`config.mk`:
```
export PLATFORM = sky130hd
export DESIGN_NAME = tchm_ctrl
export DESIGN_NICKNAME = d
export VERILOG_FILES = /design/src/rtl/tchm_pkg.sv /design/src/rtl/tchm_ctrl.sv
export SDC_FILE = /design/constraint.sdc
export NUM_CORES = 1
export LEC_CHECK = 0
export BUFFER_PORTS_ARGS = -buffer_cell sky130_fd_sc_hd__buf_2
export CAP_MARGIN = 20
export CORE_ASPECT_RATIO = 0.5
export CORE_MARGIN = 5
export CORE_UTILIZATION = 57
export DETAILED_ROUTE_END_ITERATION = 12
export MAX_ROUTING_LAYER = met4
export PLACE_DENSITY = 0.87
export SYNTH_ARGS = -nofsm -noshare
export SYNTH_HDL_FRONTEND = slang
export SYNTH_SLANG_ARGS = --single-unit
```
`constraint.sdc`:
```
create_clock -name i_clk -period 4.6 [get_ports i_clk]
set_clock_uncertainty 0.2 [all_clocks]
set_input_delay 0.23 -clock i_clk [delete_from_list [all_inputs] [get_ports i_clk]]
set_output_delay 0.23 -clock i_clk [all_outputs]
set_load 0.02 [all_outputs]
```
`src/rtl/tchm_pkg.sv`:
```
// ============================================================================
// tchm_pkg
// Shared types and constants for the corner hit-or-miss block: beat formats,
// configuration register indexes, probe kinds, result code weights and the
// command and status groups between the controller and the datapath.
// ============================================================================
package tchm_pkg;

    // Configuration port
    localparam int CFG_W       = 9;
    localparam int CFG_IDX_W   = 2;
    localparam int ARM_FIELD_W = 4;

    localparam logic [CFG_IDX_W-1:0] CFG_FRAME_WIDTH  = 2'd0;
    localparam logic [CFG_IDX_W-1:0] CFG_FRAME_HEIGHT = 2'd1;
    localparam logic [CFG_IDX_W-1:0] CFG_ARM_SIZE     = 2'd2;

    // Register values after reset (clamped to the parameters where used)
    localparam int RST_FRAME_WIDTH  = 256;
    localparam int RST_FRAME_HEIGHT = 256;
    localparam int RST_ARM_SIZE     = 1;

    // Parameter defaults
    localparam int DEF_MAX_WIDTH  = 256;
    localparam int DEF_MAX_HEIGHT = 256;
    localparam int DEF_MAX_ARM    = 8;

    // Window offsets: sized for the largest arm the 4-bit arm field holds (3*15 wide window)
    localparam int OFS_W = 8;

    // Operations
    localparam logic OP_LOAD  = 1'b0;
    localparam logic OP_DRAIN = 1'b1;

    // Corner code weights
    localparam logic [7:0] CODE_DOWN_RIGHT = 8'd10;
    localparam logic [7:0] CODE_DOWN_LEFT  = 8'd20;
    localparam logic [7:0] CODE_UP_RIGHT   = 8'd40;
    localparam logic [7:0] CODE_UP_LEFT    = 8'd70;

    localparam int CORNER_COUNT = 4;

    // Probe kinds
    typedef logic [2:0] t_kind;
    localparam t_kind KIND_CORNER = 3'd0;
    localparam t_kind KIND_UP     = 3'd1;
    localparam t_kind KIND_DOWN   = 3'd2;
    localparam t_kind KIND_LEFT   = 3'd3;
    localparam t_kind KIND_RIGHT  = 3'd4;

    // Beat formats
    typedef struct packed {
        logic       operation;
        logic [7:0] pixel_value;
    } t_in_item;

    typedef struct packed {
        logic [7:0] corner_code;
        logic       last_pixel;
    } t_out_item;

    // Controller to datapath
    typedef struct packed {
        logic                    load;
        logic                    start;
        logic                    probe;
        t_kind                   kind;
        logic signed [OFS_W-1:0] dx;
        logic signed [OFS_W-1:0] dy;
        logic                    finish;
    } t_ctrl_cmd;

    // Datapath to controller
    typedef struct packed {
        logic             full;
        logic             busy;
        logic             out_free;
        logic [OFS_W-2:0] centre;
        logic [OFS_W-2:0] far_len;
    } t_ctrl_status;

endpackage

```
`src/rtl/tchm_ctrl.sv`:
```
// ============================================================================
// tchm_ctrl
// Controller: takes input beats, issues loads, and for a drain steps through
// the four window corners and the up, down, left and right arms one probe per
// cycle, waits for the probe pipeline to empty and hands the result over.
// ============================================================================
module tchm_ctrl (
    input  logic                   i_clk,
    input  logic                   i_rst_n,
    input  logic                   i_in_valid,
    input  logic                   i_operation,
    output logic                   o_in_stall,
    input  tchm_pkg::t_ctrl_status i_status,
    output tchm_pkg::t_ctrl_cmd    o_cmd
);

    localparam int SW = tchm_pkg::OFS_W - 1;

    localparam logic [2:0] S_IDLE   = 3'd0;
    localparam logic [2:0] S_CORNER = 3'd1;
    localparam logic [2:0] S_UP     = 3'd2;
    localparam logic [2:0] S_DOWN   = 3'd3;
    localparam logic [2:0] S_LEFT   = 3'd4;
    localparam logic [2:0] S_RIGHT  = 3'd5;
    localparam logic [2:0] S_FLUSH  = 3'd6;
    localparam logic [2:0] S_OUT    = 3'd7;

    logic [2:0]    r_state, n_state;
    logic [SW-1:0] r_step, n_step;

    logic signed [tchm_pkg::OFS_W-1:0] pos_step, neg_step;
    logic signed [tchm_pkg::OFS_W-1:0] pos_far, neg_c;
    logic                              last_corner;

    assign pos_step    = $signed({1'b0, r_step});
    assign neg_step    = -$signed({1'b0, r_step});
    assign pos_far     = $signed({1'b0, i_status.far_len});
    assign neg_c       = -$signed({1'b0, i_status.centre});
    assign last_corner = (r_step == SW'(tchm_pkg::CORNER_COUNT - 1));

    assign o_in_stall = (r_state != S_IDLE);

    // Next state and command decode
    always_comb begin
        n_state      = r_state;
        n_step       = r_step;
        o_cmd        = '0;
        o_cmd.kind   = tchm_pkg::KIND_CORNER;
        unique case (r_state)
            S_IDLE: begin
                if (i_in_valid) begin
                    if (i_operation == tchm_pkg::OP_LOAD) begin
                        o_cmd.load = !i_status.full;
                    end else if (i_status.full) begin
                        o_cmd.start = 1'b1;
                        n_state     = S_CORNER;
                        n_step      = '0;
                    end
                end
            end
            S_CORNER: begin
                o_cmd.probe = 1'b1;
                o_cmd.kind  = tchm_pkg::KIND_CORNER;
                o_cmd.dx    = r_step[0] ? pos_far : neg_c;
                o_cmd.dy    = r_step[1] ? pos_far : neg_c;
                if (last_corner) begin
                    n_state = S_UP;
                    n_step  = '0;
                end else begin
                    n_step = r_step + SW'(1);
                end
            end
            S_UP: begin
                o_cmd.probe = 1'b1;
                o_cmd.kind  = tchm_pkg::KIND_UP;
                o_cmd.dy    = neg_step;
                if (r_step == i_status.centre) begin
                    n_state = S_DOWN;
                    n_step  = '0;
                end else begin
                    n_step = r_step + SW'(1);
                end
            end
            S_DOWN: begin
                o_cmd.probe = 1'b1;
                o_cmd.kind  = tchm_pkg::KIND_DOWN;
                o_cmd.dy    = pos_step;
                if (r_step == i_status.far_len) begin
                    n_state = S_LEFT;
                    n_step  = '0;
                end else begin
                    n_step = r_step + SW'(1);
                end
            end
            S_LEFT: begin
                o_cmd.probe = 1'b1;
                o_cmd.kind  = tchm_pkg::KIND_LEFT;
                o_cmd.dx    = neg_step;
                if (r_step == i_status.centre) begin
                    n_state = S_RIGHT;
                    n_step  = '0;
                end else begin
                    n_step = r_step + SW'(1);
                end
            end
            S_RIGHT: begin
                o_cmd.probe = 1'b1;
                o_cmd.kind  = tchm_pkg::KIND_RIGHT;
                o_cmd.dx    = pos_step;
                if (r_step == i_status.far_len) begin
                    n_state = S_FLUSH;
                    n_step  = '0;
                end else begin
                    n_step = r_step + SW'(1);
                end
            end
            S_FLUSH: begin
                if (!i_status.busy) begin
                    n_state = S_OUT;
                end
            end
            S_OUT: begin
                if (i_status.out_free) begin
                    o_cmd.finish = 1'b1;
                    n_state      = S_IDLE;
                end
            end
            default: begin
                n_state = S_IDLE;
            end
        endcase
    end

    // State registers
    always_ff @(posedge i_clk) begin
        if (!i_rst_n) begin
            r_state <= S_IDLE;
            r_step  <= '0;
        end else begin
            r_state <= n_state;
            r_step  <= n_step;
        end
    end

endmodule

```
==> run_results.csv, run 1 <==
group,metric,value,unit
timing,worst_pin_slew,926,ps
setup_path,cp_required,4170,ps
drt,wl_per_cell,16.1,µm
yosys,yosys.cell_types.count,57,
place,dpl_worst_slack,2140,ps
final_layout,final-instance-count-excl-fill,283,
timing,grt_setup_unrepaired,"no",
drt,route.antenna.remaining_nets,0,
die,io_pins,45,
grt,grt_overflow,0,
yosys,netlist_instances,217,
drt,via_density_per_instance,6.25,
setup_path,crit_path_max_fanout,22,
setup_path,path_delay_family,"flip-flops",
grt,grt_pass1_vias,1558,
timing,timing.max_slew.rel_slack,38.2,%
setup_path,crit_path_max_incr_delay,770,ps
drt,routed-via-count,1769,
timing,timing.final.max_slew_violations,0,
clock_tree,h-tree-depth,1,
clock_tree,cts_root_buf,"sky130_fd_sc_hd__clkbuf_8",
clock_tree,clkSinkCount,10,
clock_tree,tritoncts_clock_tree,"done",
timing,tns,0,ps
die,die_boundary_width,83.8,µm
final_layout,finalCoreUtilization,67.3,%
power_and_ir_drop,pwr_density_cell,337,mW/mm²
power_and_ir_drop,power.static_leakage,0.746,nW
timing,layout_min_cycle_time,2730,ps
die,core_area,0.00260,mm²
final_layout,final_common_cell,"sky130_fd_sc_hd__buf_2",
outcome,status,"finished, final reports clean",
setup_path,crit_cells,8,
min_path,min-delay-path-class,"input port to flip-flop",
grt,grt_first_pass_wirelength,7.35,mm
yosys,synth_area,0.00155,mm²
setup_path,worstPathArrival,2300,ps
yosys,postSynthRegisterBits,10,
drt,route.final.wire_length,4.57,mm
final_layout,finish.net_count,271,
clock_tree,post_cts_resized,0,
yosys,yosysWarningCount,0,
final_layout,mostFrequentLayoutCells,"sky130_fd_sc_hd__buf_2 (44), sky130_fd_sc_hd__nand2_1 (27), sky130_fd_sc_hd__nor2_1 (20), sky130_fd_sc_hd__xnor2_1 (13), sky130_fd_sc_hd__xor2_1 (13)",
place,placement.io_buffers,44,
min_path,hold_path_depth,3,
clock_tree,cts_buffer_depth,2,
timing,maxClockFrequency,0.367,GHz
yosys,seq_area_frac_synth,12.9,%
timing,hold_violations,0,
die,die_height,46.9,µm
drt,first_iteration_detailed_routing_drc_count,214,
clock_tree,cts_buffers,3,
setup_path,crit_type,"flip-flop to primary output",
final_layout,drive_above_1_share,24.8,%
die,initial_standard_cell_utilization_of_the_core,59.7,%
flow_run,max-cap-violations,0,
grt,initial_antenna_violation_count,0,
setup_path,ordered_cell_list_for_the_critical_path,"inv_1, ha_1, nand2b_1, o21a_1, xnor2_1, a22oi_1, nor2_1, buf_2",
power_and_ir_drop,ir_drop,0.207,mV
grt,grt_util_all_layers,24.2,%
timing,worst_slack,1870,ps
timing,min_period_over_period,59.2,%
die,fp-row-count,13,
yosys,synthesized_area_per_cell,7.16,µm²
power_and_ir_drop,total_power,0.589,mW
clock_tree,clkSlewWorstSetupHoldPaths,50,ps
setup_path,crit_path_end_kind,"primary output",
place,placed_cells_incl_taps,279,
setup_path,critical-path-slowest-cell,"sky130_fd_sc_hd__dfxtp_1",
die,fp.dieArea,0.00393,mm²
setup_path,crit_buf_inv,2,
final_layout,area_delta_synth_final,12.7,%
setup_path,startpoint_type,"flip-flop",
setup_path,worst-r2r-cell-count,5,
place,dp.final_hpwl,3.51,mm
drt,detailedRoute.firstPassIterationCount,5,
clock_tree,postCtsSetupBuffers,0,
yosys,postSynthNetCount,241,
place,gp_congestion,0.978,
final_layout,antenna_cells_inserted,0,
drt,post-route-drc-count,0,
clock_tree,hold_buffers,0,
clock_tree,worstSkewPairLatency,240,ps
grt,largest_net_degree_at_the_start_of_global_routing,26,
timing,setup_violations,0,
final timing paths:
check             startpoint         end  slack (ps)
setup / recovery   r_step[0]    o_cmd[5]        1870
hold / removal       i_rst_n  r_state[0]          80
setup reg to reg  r_state[1]   r_step[5]        2080
hold reg to reg    r_step[2]   r_step[2]         490
registers in the layout, summed over array words and instances, names as in the netlist:
| name | count |
|---|---|
| r_state | 3 |
| r_step | 7 |
tightest hold or removal path, stage by stage:
cell and delay [ps]:
sky130_fd_sc_hd__buf_2 110, sky130_fd_sc_hd__nand2_1 60, sky130_fd_sc_hd__mux2i_1 60
stage by stage:
stage | hold WS, ps | instance area, µm²
after global placement | 316 | 1700
final | 82.6 | 1750
after CTS | 81.0 | 1750
after floorplan | 176 | 1550
after detailed placement | 328 | 1700
after global routing | 104 | 1750
final cells by class:
cell class	count	area, µm²
tap	37	46.3
multi-input combinational	178	1190
timing repair buffer	44	220
inverter	10	37.5
sequential	10	200
clock buffer	4	55.1
fill	244	852
cells in the mapped netlist (all sizes together):
master / count / area [µm²]
a211oi: 4 / 30.0
a21oi: 8 / 40.0
a221oi: 1 / 8.76
a22oi: 8 / 73.8
a31oi: 3 / 18.8
a32o: 1 / 10.0
a41oi: 1 / 27.5
and2: 2 / 13.8
and3: 2 / 12.5
buf: 8 / 41.3
clkbuf: 11 / 82.6
clkinv: 1 / 3.75
dfxtp: 10 / 200
ha: 3 / 37.5
inv: 9 / 33.8
mux2: 2 / 22.5
mux2i: 2 / 20.0
nand2: 27 / 101
nand2b: 2 / 12.5
nand3: 7 / 35.0
nand4: 3 / 18.8
nand4b: 1 / 8.76
nor2: 21 / 81.3
nor2b: 3 / 18.8
nor3: 6 / 35.0
nor3b: 2 / 15.0
nor4: 5 / 52.6
nor4b: 1 / 8.76
o211a: 1 / 10.0
o211ai: 2 / 15.0
o21a: 1 / 7.51
o21ai: 13 / 68.8
o22ai: 4 / 25.0
o311ai: 2 / 17.5
o31a: 1 / 8.76
o31ai: 4 / 30.0
o32ai: 2 / 17.5
o41a: 1 / 12.5
or2b: 2 / 16.3
or3: 2 / 12.5
or4: 2 / 18.8
xnor2: 13 / 114
xor2: 13 / 114
where the power goes:
group	total [mW]	internal, mW	switching, mW
registers	0.129	0.0941	0.0352
logic	0.351	0.129	0.222
clock network	0.109	0.0752	0.0338
layer usage:
layer / GRT usage (%) / vias to the layer above / share of wire [%]
met2: 42.8 / 90 / 46
li1: - / 838 / -
met4: 5.45 / 0 / 1.9
met3: 4.38 / 16 / 7.9
met1: 29.7 / 825 / 44
met5: - / - / 0
cells by family after synthesis:
family                     share of synthesized area, %
AOI/OAI and AO/OA                                  27.2
adders and majority gates                          2.42
and+or+nand+nor                                    29.7
buffers and inverters                              10.4
DFF                                                12.9
muxes                                              2.74
xor gates and xnor gates                           14.7
Note: power is estimated with default switching activity, not from simulation.
==> run 2: changes to the inputs <==
- CORE_UTILIZATION: 57 -> 53
- PLACE_DENSITY: 0.87 -> 0.81
- clock period: 4.6 -> 2.8 ns (I/O delays scaled with it)
==> run_results.csv, run 2 (synthesis gave the netlist of run 1 again) <==
group,metric,value,unit
setup_path,crit_path_end_kind,"primary output",
drt,wl_per_cell,15.7,µm
grt,largest_net_degree_at_the_start_of_global_routing,19,
place,gp_congestion,0.979,
setup_path,worstPathArrival,2220,ps
clock_tree,tritoncts_clock_tree,"done",
timing,maxClockFrequency,0.390,GHz
grt,grt_pass1_vias,1567,
drt,post-route-drc-count,0,
clock_tree,cts_buffer_depth,2,
min_path,hold_path_startpoint,"i_status[14]",
drt,routed-via-count,1740,
power_and_ir_drop,power.static_leakage,0.765,nW
timing,timing.max_slew.rel_slack,57.4,%
flow_run,max-cap-violations,0,
grt,grtUsageMet1,28.8,%
timing,setup_violations,0,
setup_path,path_delay_family,"flip-flops",
clock_tree,h-tree-depth,1,
die,fp-row-count,13,
place,dpl_worst_slack,458,ps
grt,grt_util_all_layers,22.4,%
grt,initial_antenna_violation_count,0,
power_and_ir_drop,ir_drop,0.397,mV
setup_path,startpoint_type,"flip-flop",
setup_path,ordered_cell_list_for_the_critical_path,"inv_1, ha_1, nand2b_1, o21a_1, xnor2_1, a22oi_1, nor2_1, buf_2",
setup_path,reg2reg_setup_slack,430,ps
die,io_pins,45,
clock_tree,post_cts_resized,0,
grt,gr-usage-met2,36.2,%
grt,grt_first_pass_wirelength,7.18,mm
final_layout,drive_above_1_share,25.6,%
die,fp.dieArea,0.00418,mm²
setup_path,crit_cells,8,
final_layout,number_of_flip_flops_under_the_largest_register_name,7,
timing,worst_slack,237,ps
power_and_ir_drop,pwr_density_cell,540,mW/mm²
setup_path,worst_setup_path_endpoint,"o_cmd[13]",
clock_tree,cts_buffers,3,
setup_path,r2r-end,"r_step[5]",
timing,grt_setup_unrepaired,"no",
die,die_boundary_width,86.5,µm
setup_path,crit_type,"flip-flop to primary output",
clock_tree,postCtsSetupBuffers,0,
drt,route.antenna.remaining_nets,0,
timing,tns,0,ps
setup_path,critical-path-slowest-cell,"sky130_fd_sc_hd__dfxtp_1",
final_layout,largest-register,"r_step",
final_layout,antenna_cells_inserted,0,
place,placed_cell_area,0.00173,mm²
timing,hold_violations,0,
min_path,min-delay-path-class,"input port to flip-flop",
outcome,status,"finished, final reports clean",
grt,global_route.peak_usage_layer,"met2",
final_layout,fill_cells,262,
drt,route.final.wire_length,4.52,mm
setup_path,crit_path_max_incr_delay,720,ps
die,core_area,0.00270,mm²
drt,via_density_per_instance,6.06,
clock_tree,clkSinkCount,10,
final_layout,reg_top3,"r_step: 7 flops, r_state: 3 flops",
final_layout,final_area,0.00178,mm²
place,placement.io_buffers,44,
grt,grt_overflow,0,
setup_path,rr_startpoint,"r_step[1]",
final_layout,area_delta_synth_final,14.4,%
drt,detailedRoute.firstPassIterationCount,5,
power_and_ir_drop,total_power,0.960,mW
drt,first_iteration_detailed_routing_drc_count,153,
grt,globalRouteMet3Util,3.54,%
place,dp.final_hpwl,3.57,mm
clock_tree,worstSkewPairLatency,240,ps
setup_path,worst-r2r-cell-count,6,
final_layout,finish.net_count,276,
timing,worst_pin_slew,639,ps
clock_tree,hold_buffers,1,
setup_path,crit_buf_inv,2,
final_layout,final_common_cell,"sky130_fd_sc_hd__buf_2",
timing,final.hold.worst_slack,93.2,ps
setup_path,worstSetupStartpoint,"r_step[1]",
timing,layout_min_cycle_time,2560,ps
clock_tree,clkSlewWorstSetupHoldPaths,50,ps
die,initial_standard_cell_utilization_of_the_core,57.5,%
setup_path,crit_path_max_fanout,18,
setup_path,cp_required,2460,ps
timing,timing.final.max_slew_violations,0,
final_layout,mostFrequentLayoutCells,"sky130_fd_sc_hd__buf_2 (44), sky130_fd_sc_hd__nand2_1 (27), sky130_fd_sc_hd__nor2_1 (20), sky130_fd_sc_hd__xnor2_1 (13), sky130_fd_sc_hd__xor2_1 (13)",
timing,min_period_over_period,91.5,%
clock_tree,cts_root_buf,"sky130_fd_sc_hd__clkbuf_8",
die,die_height,48.3,µm
run 2: cell count changes in the layout (fill, tap and decap cells not counted), sizes merged:
cell,delta
buf,+4
dlygate4sd3,+1
clkbuf,-1
run 2: cell type report:
class | instances | area [µm²] | area share (%)
multi-input combinational | 178 | 1190 | 67.0
timing repair buffer | 49 | 260 | 14.6
sequential | 10 | 200 | 11.3
tap | 37 | 46.3 | 2.61
clock buffer | 3 | 41.3 | 2.32
inverter | 10 | 37.5 | 2.11
run 2: routing by layer:
layer | up-vias | wire, µm
li1 | 843 | -
met1 | 803 | 2000
met2 | 81 | 2060
met3 | 13 | 351
met4 | 0 | 99
met5 | - | 0
run 2: power by group:
group	internal, mW	leakage (nW)	switching [mW]	total [mW]
Combinational	0.226	0.662	0.403	0.628
Clock	0.0942	0.0216	0.0570	0.151
Sequential	0.155	0.0808	0.0258	0.181
Total	0.475	0.765	0.486	0.960
run 2: worst register-to-register path: cells and delay by family, from the launching register on:
family                   cells  cell delay [ps]
AO/OA/AOI/OAI                2              300
AND/OR/NAND/NOR              3              670
adder cells (fa/ha/maj)      1              340
flip-flops                   1              720
run 2: worst min path at each step:
stage	cells after the start	slack (ps)	end
5_1_grt	4	130	r_state[2]
3_3_place_gp	3	220	r_state[0]
2_1_floorplan	2	90	r_state[0]
6_report	4	90	r_state[2]
4_1_cts	4	90	r_state[2]
3_5_place_dp	3	240	r_state[0]
run 2: metrics by stage:
stage	utilization, %	instances
6_report	65.8	287
5_1_grt	65.8	287
4_1_cts	65.8	287
3_5_place_dp	63.9	283
3_3_place_gp	63.9	283
2_1_floorplan	-	217
==> run 3: changes to the inputs <==
--- a/config.mk
+++ b/config.mk
@@ -13,5 +13,5 @@
 export DETAILED_ROUTE_END_ITERATION = 12
 export MAX_ROUTING_LAYER = met4
-export PLACE_DENSITY = 0.81
+export PLACE_DENSITY_LB_ADDON = 0.12
 export SYNTH_ARGS = -nofsm -noshare
 export SYNTH_HDL_FRONTEND = slang
==> constraint.sdc (replaced) <==
create_clock -name i_clk -period 2.8 [get_ports i_clk]
set_clock_uncertainty 0.2 [all_clocks]
set_input_delay 0.56 -clock i_clk [delete_from_list [all_inputs] [get_ports i_clk]]
set_output_delay 0.56 -clock i_clk [all_outputs]
set_load 0.02 [all_outputs]
==> run_results.csv, run 3 (synthesis gave the netlist of run 1 again) <==
group,metric,value,unit
timing,worst_slack,-24.0,ps
timing,worst_pin_slew,504,ps
grt,grt_pass1_vias,1655,
min_path,min-delay-path-class,"flip-flop to flip-flop",
final_layout,finish.net_count,280,
final_layout,reg_top3,"r_step: 7 flops, r_state: 3 flops",
setup_path,crit_type,"input port to primary output",
die,io_pins,45,
place,dp.final_hpwl,3.60,mm
place,placed_cell_area,0.00178,mm²
drt,first_iteration_detailed_routing_drc_count,217,
place,placement.io_buffers,44,
drt,route.final.wire_length,4.81,mm
final_layout,final_common_cell,"sky130_fd_sc_hd__buf_2",
timing,timing.max_slew.rel_slack,66.1,%
place,dpl_worst_slack,-44.3,ps
clock_tree,cts_buffer_depth,2,
grt,grt_util_all_layers,24.7,%
die,initial_standard_cell_utilization_of_the_core,57.5,%
clock_tree,postCtsSetupBuffers,0,
timing,tns,-30.4,ps
clock_tree,cts_buffers,3,
power_and_ir_drop,pwr_density_cell,541,mW/mm²
final_layout,drive_above_1_share,30.6,%
die,die_boundary_width,86.5,µm
final_layout,final-instance-count-excl-fill,292,
place,placed_cells_incl_taps,288,
drt,detailedRoute.firstPassIterationCount,5,
setup_path,crit_path_end_kind,"primary output",
grt,initial_antenna_violation_count,0,
drt,via_density_per_instance,6.22,
drt,routed-via-count,1815,
outcome,status,"complete, but fails checks",
flow_run,max-cap-violations,0,
setup_path,crit_path_max_fanout,2,
drt,post-route-drc-count,0,
timing,timing.final.max_slew_violations,0,
timing,maxClockFrequency,0.354,GHz
setup_path,cp_required,2040,ps
final_layout,largest-register,"r_step",
power_and_ir_drop,power.static_leakage,0.822,nW
grt,grt_first_pass_wirelength,7.73,mm
timing,setup_violations,2,
setup_path,startpoint_type,"input port",
clock_tree,clkSinkCount,10,
power_and_ir_drop,total_power,1.02,mW
clock_tree,cts_root_buf,"sky130_fd_sc_hd__clkbuf_8",
place,gp_congestion,0.954,
drt,wl_per_cell,16.5,µm
timing,min_period_over_period,101,%
final_layout,fill_cells,229,
final_layout,number_of_flip_flops_under_the_largest_register_name,7,
final_layout,antenna_cells_inserted,0,
setup_path,worstPathArrival,2060,ps
timing,layout_min_cycle_time,2820,ps
timing,grt_setup_unrepaired,"yes",
drt,route.antenna.remaining_nets,0,
clock_tree,tritoncts_clock_tree,"done",
die,die_height,48.3,µm
power_and_ir_drop,ir_drop,0.404,mV
clock_tree,h-tree-depth,1,
final_layout,final_area,0.00189,mm²
timing,hold_violations,0,
outcome,failed_checks,"negative setup slack",
grt,grt_overflow,0,
die,core_area,0.00270,mm²
die,fp-row-count,13,
clock_tree,worstSkewPairLatency,240,ps
final_layout,mostFrequentLayoutCells,"sky130_fd_sc_hd__buf_2 (40), sky130_fd_sc_hd__nand2_1 (27), sky130_fd_sc_hd__nor2_1 (20), sky130_fd_sc_hd__xor2_1 (13), sky130_fd_sc_hd__xnor2_1 (11)",
final_layout,area_delta_synth_final,22.0,%
clock_tree,clkSlewWorstSetupHoldPaths,50,ps
die,fp.dieArea,0.00418,mm²
grt,largest_net_degree_at_the_start_of_global_routing,19,
run 3: area by class of cell:
| type | count | area, µm² | area share (%) |
|---|---|---|---|
| inverter | 10 | 37.5 | 1.98 |
| multi-input combinational | 178 | 1240 | 65.3 |
| timing repair buffer | 53 | 318 | 16.8 |
| tap | 37 | 46.3 | 2.44 |
| sequential | 10 | 201 | 10.6 |
| clock buffer | 4 | 55.1 | 2.91 |
run 3: layer usage:
layer / vias to the layer above / global-route usage [%] / share of wire, %
met4: 0 / 7.76 / 1.9
met1: 819 / 31.2 / 42
met2: 129 / 41.2 / 45
li1: 851 / - / -
met3: 16 / 4.72 / 11
met5: - / - / 0
run 3: repair_timing:
item	in CTS	in global routing
hold buffers	0	0
endpoints found under the setup margin	1	8
pin swaps	0	3
resized for setup	1	14
run 3: final timing paths:
path	start	endpoint	slack, ps	depth (start not counted)
worst min register to register	r_step[0]	r_step[0]	340	2
worst min-delay path	r_step[0]	r_step[0]	340	2
worst max-delay path	i_status[11]	o_cmd[14]	-20	7
worst max register to register	r_step[0]	r_step[5]	490	6
run 3: critical path: stages:
cell,delay (ps)
sky130_fd_sc_hd__buf_6,90
sky130_fd_sc_hd__or3_4,370
sky130_fd_sc_hd__o31a_1,310
sky130_fd_sc_hd__o311ai_2,280
sky130_fd_sc_hd__o21ai_1,100
sky130_fd_sc_hd__o22ai_1,170
sky130_fd_sc_hd__buf_4,170
run 3: per-stage QoR:
stage	hold slack [ps]	utilization, %
global placement	319	65.8
finish	341	70.2
global route	364	70.2
detailed placement	337	65.8
CTS	344	67.8
floorplan	414	-
run 3: power breakdown:
group	internal (mW)	switching, mW
clock network	0.124	0.0604
registers	0.156	0.0196
logic	0.244	0.421
